===== config.mk =====
export PLATFORM = sky130hd
export DESIGN_NAME = tlb_page_table_cache_lookup_top
export DESIGN_NICKNAME = d
export VERILOG_FILES = /design/src/hw/rtl/tlbptc_pkg.sv /design/src/hw/rtl/tlb_page_table_cache_lookup_top.sv
export VERILOG_INCLUDE_DIRS = /design/src /design/src/hw/rtl
export SDC_FILE = /design/constraint.sdc
export NUM_CORES = 1
export LEC_CHECK = 0
export BUFFER_PORTS_ARGS = -buffer_cell sky130_fd_sc_hd__buf_2
export CAP_MARGIN = 20
export CORE_MARGIN = 3
export CORE_UTILIZATION = 35
export CTS_CLUSTER_DIAMETER = 30
export DETAILED_ROUTE_END_ITERATION = 10
export GPL_ROUTABILITY_DRIVEN = 0
export SLEW_MARGIN = 20
export SYNTH_ARGS = -nofsm -noshare
export SYNTH_HDL_FRONTEND = slang
export SYNTH_SLANG_ARGS = --single-unit

===== constraint.sdc =====
create_clock -name clk -period 7 [get_ports clk]
set_clock_uncertainty 0.15 [all_clocks]
set_input_delay 1.05 -clock clk [delete_from_list [all_inputs] [get_ports clk]]
set_output_delay 1.05 -clock clk [all_outputs]
set_load 0.01 [all_outputs]

===== src/hw/rtl/tlb_page_table_cache_lookup_top_macros.svh =====
// ----------------------------------------------------------------------------
// TLB / page table / cache lookup: assertion macros
// Shared property forms for the lookup block checks.
// ----------------------------------------------------------------------------
`ifndef TLB_PAGE_TABLE_CACHE_LOOKUP_TOP_MACROS_SVH
`define TLB_PAGE_TABLE_CACHE_LOOKUP_TOP_MACROS_SVH

// same-cycle implication, checked outside reset
`define TPC_ASSERT_SAME(label, pre, post, msg) \
    label: assert property (@(posedge clk) disable iff (!rst_n) (pre) |-> (post)) \
        else $error(msg);

// next-cycle implication, checked outside reset
`define TPC_ASSERT_NEXT(label, pre, post, msg) \
    label: assert property (@(posedge clk) disable iff (!rst_n) (pre) |=> (post)) \
        else $error(msg);

`endif


===== src/hw/rtl/tlbptc_pkg.sv =====
// ----------------------------------------------------------------------------
// TLB / page table / cache lookup package
// Request and result types, mode and status codes, default table sizes.
// ----------------------------------------------------------------------------
`default_nettype none

package tlbptc_pkg;

    localparam int TLB_ENTRIES_DEF  = 16;
    localparam int PAGE_ENTRIES_DEF = 16;
    localparam int CACHE_LINES_DEF  = 16;

    // scan counter holds the largest table size
    localparam int CNT_W = 9;

    localparam logic [1:0] MODE_LOAD_TLB  = 2'd0;
    localparam logic [1:0] MODE_LOAD_PAGE = 2'd1;
    localparam logic [1:0] MODE_LOAD_LINE = 2'd2;
    localparam logic [1:0] MODE_LOOKUP    = 2'd3;

    localparam logic [1:0] ST_OK    = 2'd0;
    localparam logic [1:0] ST_FAULT = 2'd1;
    localparam logic [1:0] ST_MISS  = 2'd2;

    typedef struct packed {
        logic [1:0]  mode;
        logic [3:0]  slot;
        logic [7:0]  entry_tag;
        logic [3:0]  entry_set;
        logic [7:0]  entry_page;
        logic [7:0]  line_byte0;
        logic [7:0]  line_byte1;
        logic [7:0]  line_byte2;
        logic [7:0]  line_byte3;
        logic [13:0] virtual_address;
    } req_t;

    typedef struct packed {
        logic [1:0] status;
        logic       tlb_hit;
        logic [7:0] physical_page;
        logic [7:0] data_byte;
    } result_t;

endpackage

`default_nettype wire


===== src/hw/rtl/tlb_page_table_cache_lookup_top.sv =====
// ----------------------------------------------------------------------------
// TLB / page table / cache lookup
// Translates a 14-bit virtual address and reads one byte from a small cache.
// ----------------------------------------------------------------------------
// A request is taken when start is high and busy is low. Load requests write
// one slot of their table in the cycle they are taken and return nothing;
// busy stays low. A lookup reads the three tables through their single
// memory ports, one entry per cycle: the TLB scan reads every TLB entry, a
// TLB miss adds a scan of the page table, and the cache scan stops at the
// first matching line or after the last line. The result appears in the
// first cycle with busy low, for exactly one cycle with done high; it cannot
// be held off, so capture it then.
`default_nettype none

`include "tlb_page_table_cache_lookup_top_macros.svh"

module tlb_page_table_cache_lookup_top #(
    parameter int TLB_ENTRIES  = tlbptc_pkg::TLB_ENTRIES_DEF,
    parameter int PAGE_ENTRIES = tlbptc_pkg::PAGE_ENTRIES_DEF,
    parameter int CACHE_LINES  = tlbptc_pkg::CACHE_LINES_DEF
) (
    input  wire                      clk,
    input  wire                      rst_n,
    input  wire                      start,
    input  wire tlbptc_pkg::req_t    req,
    output logic                     busy,
    output logic                     done,
    output tlbptc_pkg::result_t      result
);

    localparam int TAW = (TLB_ENTRIES  > 1) ? $clog2(TLB_ENTRIES)  : 1;
    localparam int PAW = (PAGE_ENTRIES > 1) ? $clog2(PAGE_ENTRIES) : 1;
    localparam int LAW = (CACHE_LINES  > 1) ? $clog2(CACHE_LINES)  : 1;
    localparam int CW  = tlbptc_pkg::CNT_W;

    localparam logic [CW-1:0] TLB_N  = CW'(TLB_ENTRIES);
    localparam logic [CW-1:0] PAGE_N = CW'(PAGE_ENTRIES);
    localparam logic [CW-1:0] LINE_N = CW'(CACHE_LINES);

    localparam logic [1:0] S_IDLE = 2'd0;
    localparam logic [1:0] S_TLB  = 2'd1;
    localparam logic [1:0] S_PAGE = 2'd2;
    localparam logic [1:0] S_LINE = 2'd3;

    typedef struct packed {
        logic [7:0] tag;
        logic [3:0] set;
        logic [7:0] page;
    } tlb_entry_t;

    typedef struct packed {
        logic [7:0] vpage;
        logic [7:0] page;
    } page_entry_t;

    typedef struct packed {
        logic [3:0]      set;
        logic [7:0]      tag;
        logic [3:0][7:0] data;
    } line_entry_t;

    // table memories
    tlb_entry_t  tlb_mem  [TLB_ENTRIES];
    page_entry_t page_mem [PAGE_ENTRIES];
    line_entry_t line_mem [CACHE_LINES];

    tlb_entry_t  tlb_rd_reg;
    page_entry_t page_rd_reg;
    line_entry_t line_rd_reg;

    logic [TLB_ENTRIES-1:0]  tlb_valid_reg;
    logic [PAGE_ENTRIES-1:0] page_valid_reg;
    logic [CACHE_LINES-1:0]  line_valid_reg;
    logic                    tlb_vq_reg;
    logic                    page_vq_reg;
    logic                    line_vq_reg;

    logic [1:0]    state_reg, state_next;
    logic [CW-1:0] cnt_reg, cnt_next;
    logic [13:0]   va_reg, va_next;
    logic          found_reg, found_next;
    logic          from_tlb_reg, from_tlb_next;
    logic [7:0]    page_reg, page_next;
    logic          done_reg, done_next;
    tlbptc_pkg::result_t result_reg, result_next;

    logic          accept;
    logic [CW-1:0] slot_ext;
    logic          we_tlb, we_page, we_line;
    logic          re_tlb, re_page, re_line;
    logic          tlb_match, page_match, line_match;
    logic          cmp_live;
    tlb_entry_t    tlb_wdata;
    page_entry_t   page_wdata;
    line_entry_t   line_wdata;

    assign accept   = start && !busy;
    assign slot_ext = CW'(req.slot);

    assign we_tlb  = accept && (req.mode == tlbptc_pkg::MODE_LOAD_TLB)  && (slot_ext < TLB_N);
    assign we_page = accept && (req.mode == tlbptc_pkg::MODE_LOAD_PAGE) && (slot_ext < PAGE_N);
    assign we_line = accept && (req.mode == tlbptc_pkg::MODE_LOAD_LINE) && (slot_ext < LINE_N);

    assign tlb_wdata  = '{tag: req.entry_tag, set: req.entry_set, page: req.entry_page};
    assign page_wdata = '{vpage: req.entry_tag, page: req.entry_page};
    assign line_wdata = '{set: req.entry_set, tag: req.entry_tag,
                          data: {req.line_byte3, req.line_byte2,
                                 req.line_byte1, req.line_byte0}};

    assign re_tlb  = (state_reg == S_TLB)  && (cnt_reg < TLB_N);
    assign re_page = (state_reg == S_PAGE) && (cnt_reg < PAGE_N);
    assign re_line = (state_reg == S_LINE) && (cnt_reg < LINE_N);

    always_ff @(posedge clk)
    begin
        if (we_tlb)
        begin
            tlb_mem[slot_ext[TAW-1:0]] <= tlb_wdata;
        end
        if (re_tlb)
        begin
            tlb_rd_reg <= tlb_mem[cnt_reg[TAW-1:0]];
        end
    end

    always_ff @(posedge clk)
    begin
        if (we_page)
        begin
            page_mem[slot_ext[PAW-1:0]] <= page_wdata;
        end
        if (re_page)
        begin
            page_rd_reg <= page_mem[cnt_reg[PAW-1:0]];
        end
    end

    always_ff @(posedge clk)
    begin
        if (we_line)
        begin
            line_mem[slot_ext[LAW-1:0]] <= line_wdata;
        end
        if (re_line)
        begin
            line_rd_reg <= line_mem[cnt_reg[LAW-1:0]];
        end
    end

    // valid bits, sampled alongside each memory read
    always_ff @(posedge clk or negedge rst_n)
    begin
        if (!rst_n)
        begin
            tlb_valid_reg  <= '0;
            page_valid_reg <= '0;
            line_valid_reg <= '0;
            tlb_vq_reg     <= 1'b0;
            page_vq_reg    <= 1'b0;
            line_vq_reg    <= 1'b0;
        end
        else
        begin
            if (we_tlb)
            begin
                tlb_valid_reg[slot_ext[TAW-1:0]] <= 1'b1;
            end
            if (we_page)
            begin
                page_valid_reg[slot_ext[PAW-1:0]] <= 1'b1;
            end
            if (we_line)
            begin
                line_valid_reg[slot_ext[LAW-1:0]] <= 1'b1;
            end
            if (re_tlb)
            begin
                tlb_vq_reg <= tlb_valid_reg[cnt_reg[TAW-1:0]];
            end
            if (re_page)
            begin
                page_vq_reg <= page_valid_reg[cnt_reg[PAW-1:0]];
            end
            if (re_line)
            begin
                line_vq_reg <= line_valid_reg[cnt_reg[LAW-1:0]];
            end
        end
    end

    // read data of entry cnt-1 is present whenever cnt is nonzero
    assign cmp_live = (cnt_reg != '0);

    assign tlb_match = cmp_live && tlb_vq_reg
                       && (tlb_rd_reg.tag == {2'b00, va_reg[13:8]})
                       && (tlb_rd_reg.set == {2'b00, va_reg[7:6]});
    assign page_match = cmp_live && page_vq_reg && (page_rd_reg.vpage == va_reg[13:6]);
    assign line_match = cmp_live && line_vq_reg
                        && (line_rd_reg.set == va_reg[5:2])
                        && (line_rd_reg.tag == page_reg);

    always_comb
    begin
        state_next    = state_reg;
        cnt_next      = cnt_reg;
        va_next       = va_reg;
        found_next    = found_reg;
        from_tlb_next = from_tlb_reg;
        page_next     = page_reg;
        done_next     = 1'b0;
        result_next   = result_reg;

        unique case (state_reg)
            S_IDLE:
            begin
                if (accept && (req.mode == tlbptc_pkg::MODE_LOOKUP))
                begin
                    state_next    = S_TLB;
                    cnt_next      = '0;
                    va_next       = req.virtual_address;
                    found_next    = 1'b0;
                    from_tlb_next = 1'b0;
                    page_next     = '0;
                end
            end
            S_TLB:
            begin
                // last match wins
                if (tlb_match)
                begin
                    found_next    = 1'b1;
                    from_tlb_next = 1'b1;
                    page_next     = tlb_rd_reg.page;
                end
                if (cnt_reg == TLB_N)
                begin
                    cnt_next   = '0;
                    state_next = (tlb_match || found_reg) ? S_LINE : S_PAGE;
                end
                else
                begin
                    cnt_next = cnt_reg + CW'(1);
                end
            end
            S_PAGE:
            begin
                if (page_match)
                begin
                    found_next = 1'b1;
                    page_next  = page_rd_reg.page;
                end
                if (cnt_reg == PAGE_N)
                begin
                    cnt_next = '0;
                    if (page_match || found_reg)
                    begin
                        state_next = S_LINE;
                    end
                    else
                    begin
                        state_next  = S_IDLE;
                        done_next   = 1'b1;
                        result_next = '{status: tlbptc_pkg::ST_FAULT, tlb_hit: 1'b0,
                                        physical_page: 8'd0, data_byte: 8'd0};
                    end
                end
                else
                begin
                    cnt_next = cnt_reg + CW'(1);
                end
            end
            S_LINE:
            begin
                // first match wins, scan stops there
                if (line_match)
                begin
                    state_next  = S_IDLE;
                    done_next   = 1'b1;
                    result_next = '{status: tlbptc_pkg::ST_OK, tlb_hit: from_tlb_reg,
                                    physical_page: page_reg,
                                    data_byte: line_rd_reg.data[va_reg[1:0]]};
                end
                else if (cnt_reg == LINE_N)
                begin
                    state_next  = S_IDLE;
                    done_next   = 1'b1;
                    result_next = '{status: tlbptc_pkg::ST_MISS, tlb_hit: from_tlb_reg,
                                    physical_page: page_reg, data_byte: 8'd0};
                end
                else
                begin
                    cnt_next = cnt_reg + CW'(1);
                end
            end
            default:
            begin
                state_next = S_IDLE;
            end
        endcase
    end

    always_ff @(posedge clk or negedge rst_n)
    begin
        if (!rst_n)
        begin
            state_reg <= S_IDLE;
            done_reg  <= 1'b0;
        end
        else
        begin
            state_reg <= state_next;
            done_reg  <= done_next;
        end
    end

    always_ff @(posedge clk)
    begin
        cnt_reg      <= cnt_next;
        va_reg       <= va_next;
        found_reg    <= found_next;
        from_tlb_reg <= from_tlb_next;
        page_reg     <= page_next;
        result_reg   <= result_next;
    end

    assign busy   = (state_reg != S_IDLE);
    assign done   = done_reg;
    assign result = result_reg;

    `TPC_ASSERT_SAME(a_done_follows_busy, done, $past(busy),
                     "result without a lookup")
    `TPC_ASSERT_SAME(a_fault_zero, done && (result.status == tlbptc_pkg::ST_FAULT),
                     (result.tlb_hit == 1'b0) && (result.physical_page == 8'd0)
                     && (result.data_byte == 8'd0),
                     "fault result carries nonzero fields")
    `TPC_ASSERT_SAME(a_miss_zero_byte, done && (result.status == tlbptc_pkg::ST_MISS),
                     result.data_byte == 8'd0, "cache miss returned a byte")
    `TPC_ASSERT_NEXT(a_lookup_busy,
                     start && !busy && (req.mode == tlbptc_pkg::MODE_LOOKUP),
                     busy && !done, "lookup request did not start a scan")

endmodule

`default_nettype wire

# --- Yosys cells after proc, flatten, opt, wreduce, memory -nomap -nowiden ---
# Memories as Yosys holds them, arrays and structs flattened. A register that Yosys moved wholly into a read port is not among the register bits.
# Index checks and enable logic that the tools add are counted.
op_classes:
  addsub: 1
  multipliers: 0
  n_div: 0
  order_cmp: 6
  eq_ne: 21
  shift: 0
  n_mux: 48
  bitwise_logic: 3
  reduce_logical: 37
op_table:
  columns: ["op", "n"]
  rows:
  - ["$mux W19", 4]
  - ["$or A16 B16 Y16", 3]
  - ["$pmux W19 S2", 1]
  - ["$mux W9", 4]
  - ["$mux W8", 4]
  - ["$pmux W9 S3", 1]
  - ["$pmux W8 S3", 1]
  - ["$logic_and A1 B1 Y1", 20]
  - ["$mux W1", 18]
  - ["$bmux W8 S2", 1]
  - ["$eq A8 B8 Y1", 2]
  - ["$lt A4 B5 Y1 const B", 3]
  - ["$bmux W1 S4", 3]
  - ["$mux W2", 6]
  - ["$ne A2 B2 Y1 const B", 6]
  - ["$reduce_and A4 Y1", 3]
  - ["$add A9 B1 Y9 const B", 1]
  - ["$eq A9 B5 Y1 const B", 1]
  - ["$lt A9 B5 Y1 const B", 1]
  - ["$reduce_bool A9 Y1", 1]
  - ["$eq A2 B2 Y1 const B", 4]
  - ["$eq A8 B6 Y1", 1]
  - ["$pmux W2 S4", 1]
  - ["$reduce_and A3 Y1", 2]
  - ["other kinds (17)", 24]
totals:
  register_bits: 106
  latchBits: 0
  ramBits: 1280
  rom_bits: 0
  inputBits: 75
  out_inout_bits: 21
  word_cells: 136
  memories: 3
mem_list:
  columns: ["name", "words", "width", "read_ports", "rd_clocked_by_memory_dff", "wr", "line_no", "source"]
  rows:
  - ["line_mem", 16, 44, 1, 1, 1, "tlb_page_table_cache_lookup_top.sv:65", "line_entry_t line_mem [CACHE_LINES];"]
  - ["tlb_mem", 16, 20, 1, 1, 1, "tlb_page_table_cache_lookup_top.sv:63", "tlb_entry_t tlb_mem [TLB_ENTRIES];"]
  - ["page_mem", 16, 16, 1, 1, 1, "tlb_page_table_cache_lookup_top.sv:64", "page_entry_t page_mem [PAGE_ENTRIES];"]

# --- Longest topological paths before layout ---
logic_depth:
  word_depth: 8
  depth_mapped: 11
  mapped_depth_nobuf: 7

# --- Worst setup path after synthesis ---
# Ideal clock, no wire load.
synth_path:
  kind: "register to register"
  from: "register cnt_reg[8]"
  to: "register line_vq_reg"
  setup_ns: 0.080
  t_arrival_ns: 4.709
  t_required_ns: 6.770
  path_slack_ns: 2.061
  path_stages_with_launch: 5
  n_path_buf: 1
  synth_period_minus_slack_ns: 4.939
  path_cell_list: "edfxtp_1 or4_1 clkbuf_1 nor3_1 mux2_2"
synth_via:
  elab_chain_len: 2
synth_rtl:
  columns: ["item", "line_no", "source"]
  rows:
  - ["start, declared", "tlb_page_table_cache_lookup_top.sv:79", "logic [CW-1:0] cnt_reg, cnt_next;"]
  - ["start signal, assigned", "tlb_page_table_cache_lookup_top.sv:318", "cnt_reg <= cnt_next;"]
  - ["$lt A9 B5 Y1", "tlb_page_table_cache_lookup_top.sv:112", "assign re_line = (state_reg == S_LINE) && (cnt_reg < LINE_N);"]
  - ["$logic_and A1 B1 Y1", "tlb_page_table_cache_lookup_top.sv:112", null]
  - ["net re_line", "tlb_page_table_cache_lookup_top.sv:90", "logic re_tlb, re_page, re_line;"]
  - ["end signal, assigned", "tlb_page_table_cache_lookup_top.sv:186", "line_vq_reg <= line_valid_reg[cnt_reg[LAW-1:0]];"]
  - ["end, declared", "tlb_page_table_cache_lookup_top.sv:76", "logic line_vq_reg;"]
# The timed path passes the listed nets, and every way through them passes these cells.
# A chain may end at the register's enable or synchronous reset.

# --- Worst setup path after layout ---
layout_path:
  from: "register cnt_reg[0]"
  to: "register line_rd_reg[4] (netlist name)"
layout_via:
  elab_chain_len: 2
layout_rtl:
  columns: ["item", "line_no"]
  rows:
  - ["$lt A9 B5 Y1", "tlb_page_table_cache_lookup_top.sv:112"]
  - ["$logic_and A1 B1 Y1", "tlb_page_table_cache_lookup_top.sv:112"]
# Several ways; a longest one is shown, not always the timed one.

==> out/qor.csv <==
stage,metric,value,unit
outcome,outcome,"complete, no violations",
layout,layout cells sized above 1,0.389,
clocking,# H-tree levels,5,
die,die area,164000,sq um
min_path,Min-Delay Path Class,in -> reg,
drt,drt total wl,135000,um
synthesis,synthesized area,55600,sq um
power_and_ir_drop,PwrDens,416,nW/um^2
drt,post-DR wirelength/cell,27.3,um
drt,First-pass DRT Iterations,7,
timing,Final Hold Slack,0.251,ns
clocking,total setup buffers inserted after CTS,0,
placement,DP Cell Count,4431,
layout,Final #Nets,2743,
critical_path,kind of critical path,reg -> reg,
clocking,TritonCTS clock tree,yes,
placement,Placed Instance Area,58900,sq um
die,initial core utilization,0.354,
clocking,clock buffer depth,4,
synthesis,Synthesized Nets,2409,
layout,highest-count cells in the layout ignoring fill and taps,"1412 x edfxtp_1, 413 x mux4_2, 289 x clkbuf_16, 95 x buf_2, 57 x buf_4",
clocking,CTS hold repair buffers,0,
synthesis,Syn Inst Count,2326,
critical_path,worst r2r src,cnt_reg[0]$_DFFE_PP_,
drt,drt via density,5.30,
synthesis,register bit count reported by yosys,1466,
placement,pre-CTS setup slack,3.25,ns
min_path,hold wc startpoint,req[0],
drt,via count,26100,
layout,"most common cell after layout, fill and taps aside",edfxtp_1,
synthesis,sequential fraction of the synthesis area,0.787,
timing,setup TNS,0,ns
power_and_ir_drop,LEAKAGE,22.1,nW
die,DIE HEIGHT,405,um
synthesis,Yosys Warn Count,0,
timing,Final Critical Period,3.63,ns
critical_path,CP endpoint kind,register,
layout,Post-Layout Cell Count,4935,
timing,worst setup margin,3.37,ns
clocking,CTS Buf Count,285,
power_and_ir_drop,Worst IR Drop VDD,0.000536,V
power_and_ir_drop,Final Power,28.5,mW
clocking,CTS root buf,clkbuf_16,
placement,Detail Placement HPWL,71200,um
layout,max reg flops,704,
clocking,CTS sink count,1466,
synthesis,fraction of registers with async set/reset,0.0368,
drt,Post-DRT Antenna Nets,0,
run,max_cap viols,0,
synthesis,"Distinct cells, synth",46,
clocking,post-CTS sizing,0,
critical_path,"Arr. time, crit path",4.03,ns
timing,unrepaired setup endpoints after global routing,no,
timing,relative slew slack,0.254,
drt,initial DRC count,2720,
timing,Final period util,0.519,
timing,Worst-Margin Slew,1.12,ns
die,die width,405,um
die,IO Pins,96,
die,Placement Rows,145,
grt,antenna violations before repair,21,
die,core outline area,157000,sq um
layout,final core occ,0.436,
placement,IO Port Bufs,95,
timing,max frequency,275,MHz
synthesis,Synth Area per Inst,23.9,sq um
grt,number of global-route vias before repair,27900,
critical_path,Critical Path RT,7.39,ns
grt,GR Overflow Total,0,
clocking,Clock Latency Late Sink,0.87,ns
timing,setup violators final,0,
timing,final hold viol count,0,
critical_path,Startpoint Class,register,
critical_path,crit path max fanout,84,
grt,first-pass GRT wire length,197000,um
drt,# DRC,0,
synthesis,Synth Flop Type,edfxtp_1,
layout,post-route cell area,68400,sq um
layout,Area Growth Syn to Fin,23.0,%
clocking,clk slew on worst S/H paths,0.05,ns
synthesis,number of synthesized flops with an enable pin,1412,
grt,largest net degree at the start of global routing,155,
timing,Final Max Slew Viols,0,
critical_path,Worst Setup SP,cnt_reg[0]$_DFFE_PP_,
grt,All-Layer GR Usage,0.166,
-- critical path, cell delays in order, from the launching register on --
cell and delay (ns):
edfxtp_1 0.55, buf_12 0.54, buf_4 0.80, mux4_2 0.60
mux4_2 0.48
-- area by class of cell --
class | count | area [sq um]
antenna | 9 | 22.5
tap | 2058 | 2570
multi-input combinational | 739 | 11500
inverter | 11 | 41.3
clock buffer | 313 | 7370
timing repair buffer | 157 | 1000
sequential | 1466 | 43800
clock inverter | 182 | 2080
fill | 13000 | 88600
-- layer usage --
layer,vias to the layer above,track usage,wire [um]
li1,10700,-,-
met1,14100,0.220,53100
met2,1148,0.267,66200
met3,260,0.0477,11800
met4,6,0.0526,3500
met5,-,0,33
-- synthesized netlist by cell type, types with 3 or more instances --
| cell type | number | area (sq um) |
|---|---|---|
| or2_2 | 47 | 294 |
| a22oi_1 | 8 | 60.1 |
| xnor2_1 | 14 | 123 |
| inv_1 | 11 | 41.3 |
| nand4_1 | 9 | 56.3 |
| buf_1 | 12 | 45.0 |
| nor2b_1 | 30 | 188 |
| nor3_1 | 4 | 20.0 |
| a21oi_1 | 3 | 15.0 |
| xor2_1 | 21 | 184 |
| buf_4 | 3 | 22.5 |
| nor2_1 | 62 | 233 |
| nand2_1 | 37 | 139 |
| dfrtp_1 | 54 | 1350 |
| mux4_2 | 413 | 9300 |
| buf_8 | 3 | 45.0 |
| a31oi_1 | 11 | 68.8 |
| nand3_1 | 16 | 80.1 |
| nor4_1 | 7 | 43.8 |
| o21ai_0 | 3 | 15.0 |
| buf_2 | 38 | 190 |
| mux2_2 | 4 | 45.0 |
| and2_1 | 11 | 68.8 |
| a211oi_1 | 11 | 82.6 |
| clkbuf_1 | 52 | 195 |
| ha_1 | 8 | 100 |
| edfxtp_1 | 1412 | 42400 |
-- power breakdown --
part	internal [mW]	leakage [nW]	total (mW)	switching, mW
registers	10.1	13.5	10.3	0.187
clock network	8.95	4.58	13.3	4.37
logic	2.38	4.01	4.86	2.48
total	21.4	22.1	28.5	7.04
-- cell families (layout without fill, tap and decap cells) --
group / Yosys count / after routing / synth area share
multiplexers: 417 / 417 / 0.168
buffers and inverters: 121 / 663 / 0.00999
flip-flops: 1466 / 1466 / 0.787
AO/OA/AOI/OAI: 45 / 45 / 0.00574
other: 0 / 9 / 0
adder cells (fa/ha/maj): 8 / 8 / 0.00180
AND/OR/NAND/NOR: 234 / 234 / 0.0217
XOR/XNOR: 35 / 35 / 0.00552
-- worst paths after layout --
kind                                                  to  cells after the start  slack, ns
min in group asynchronous  page_valid_reg[6]$_DFFE_PN0P_                      2       0.26
hold reg to reg             tlb_valid_reg[2]$_DFFE_PN0P_                      1       0.31
hold / removal                       va_reg[0]$_DFFE_PP_                      1       0.25
max in group asynchronous  page_valid_reg[3]$_DFFE_PN0P_                      2       5.84
setup / recovery                line_rd_reg[4]$_DFFE_PP_                      4       3.37
setup reg to reg                line_rd_reg[4]$_DFFE_PP_                      4       3.37
(Power assumes the default switching activity.)
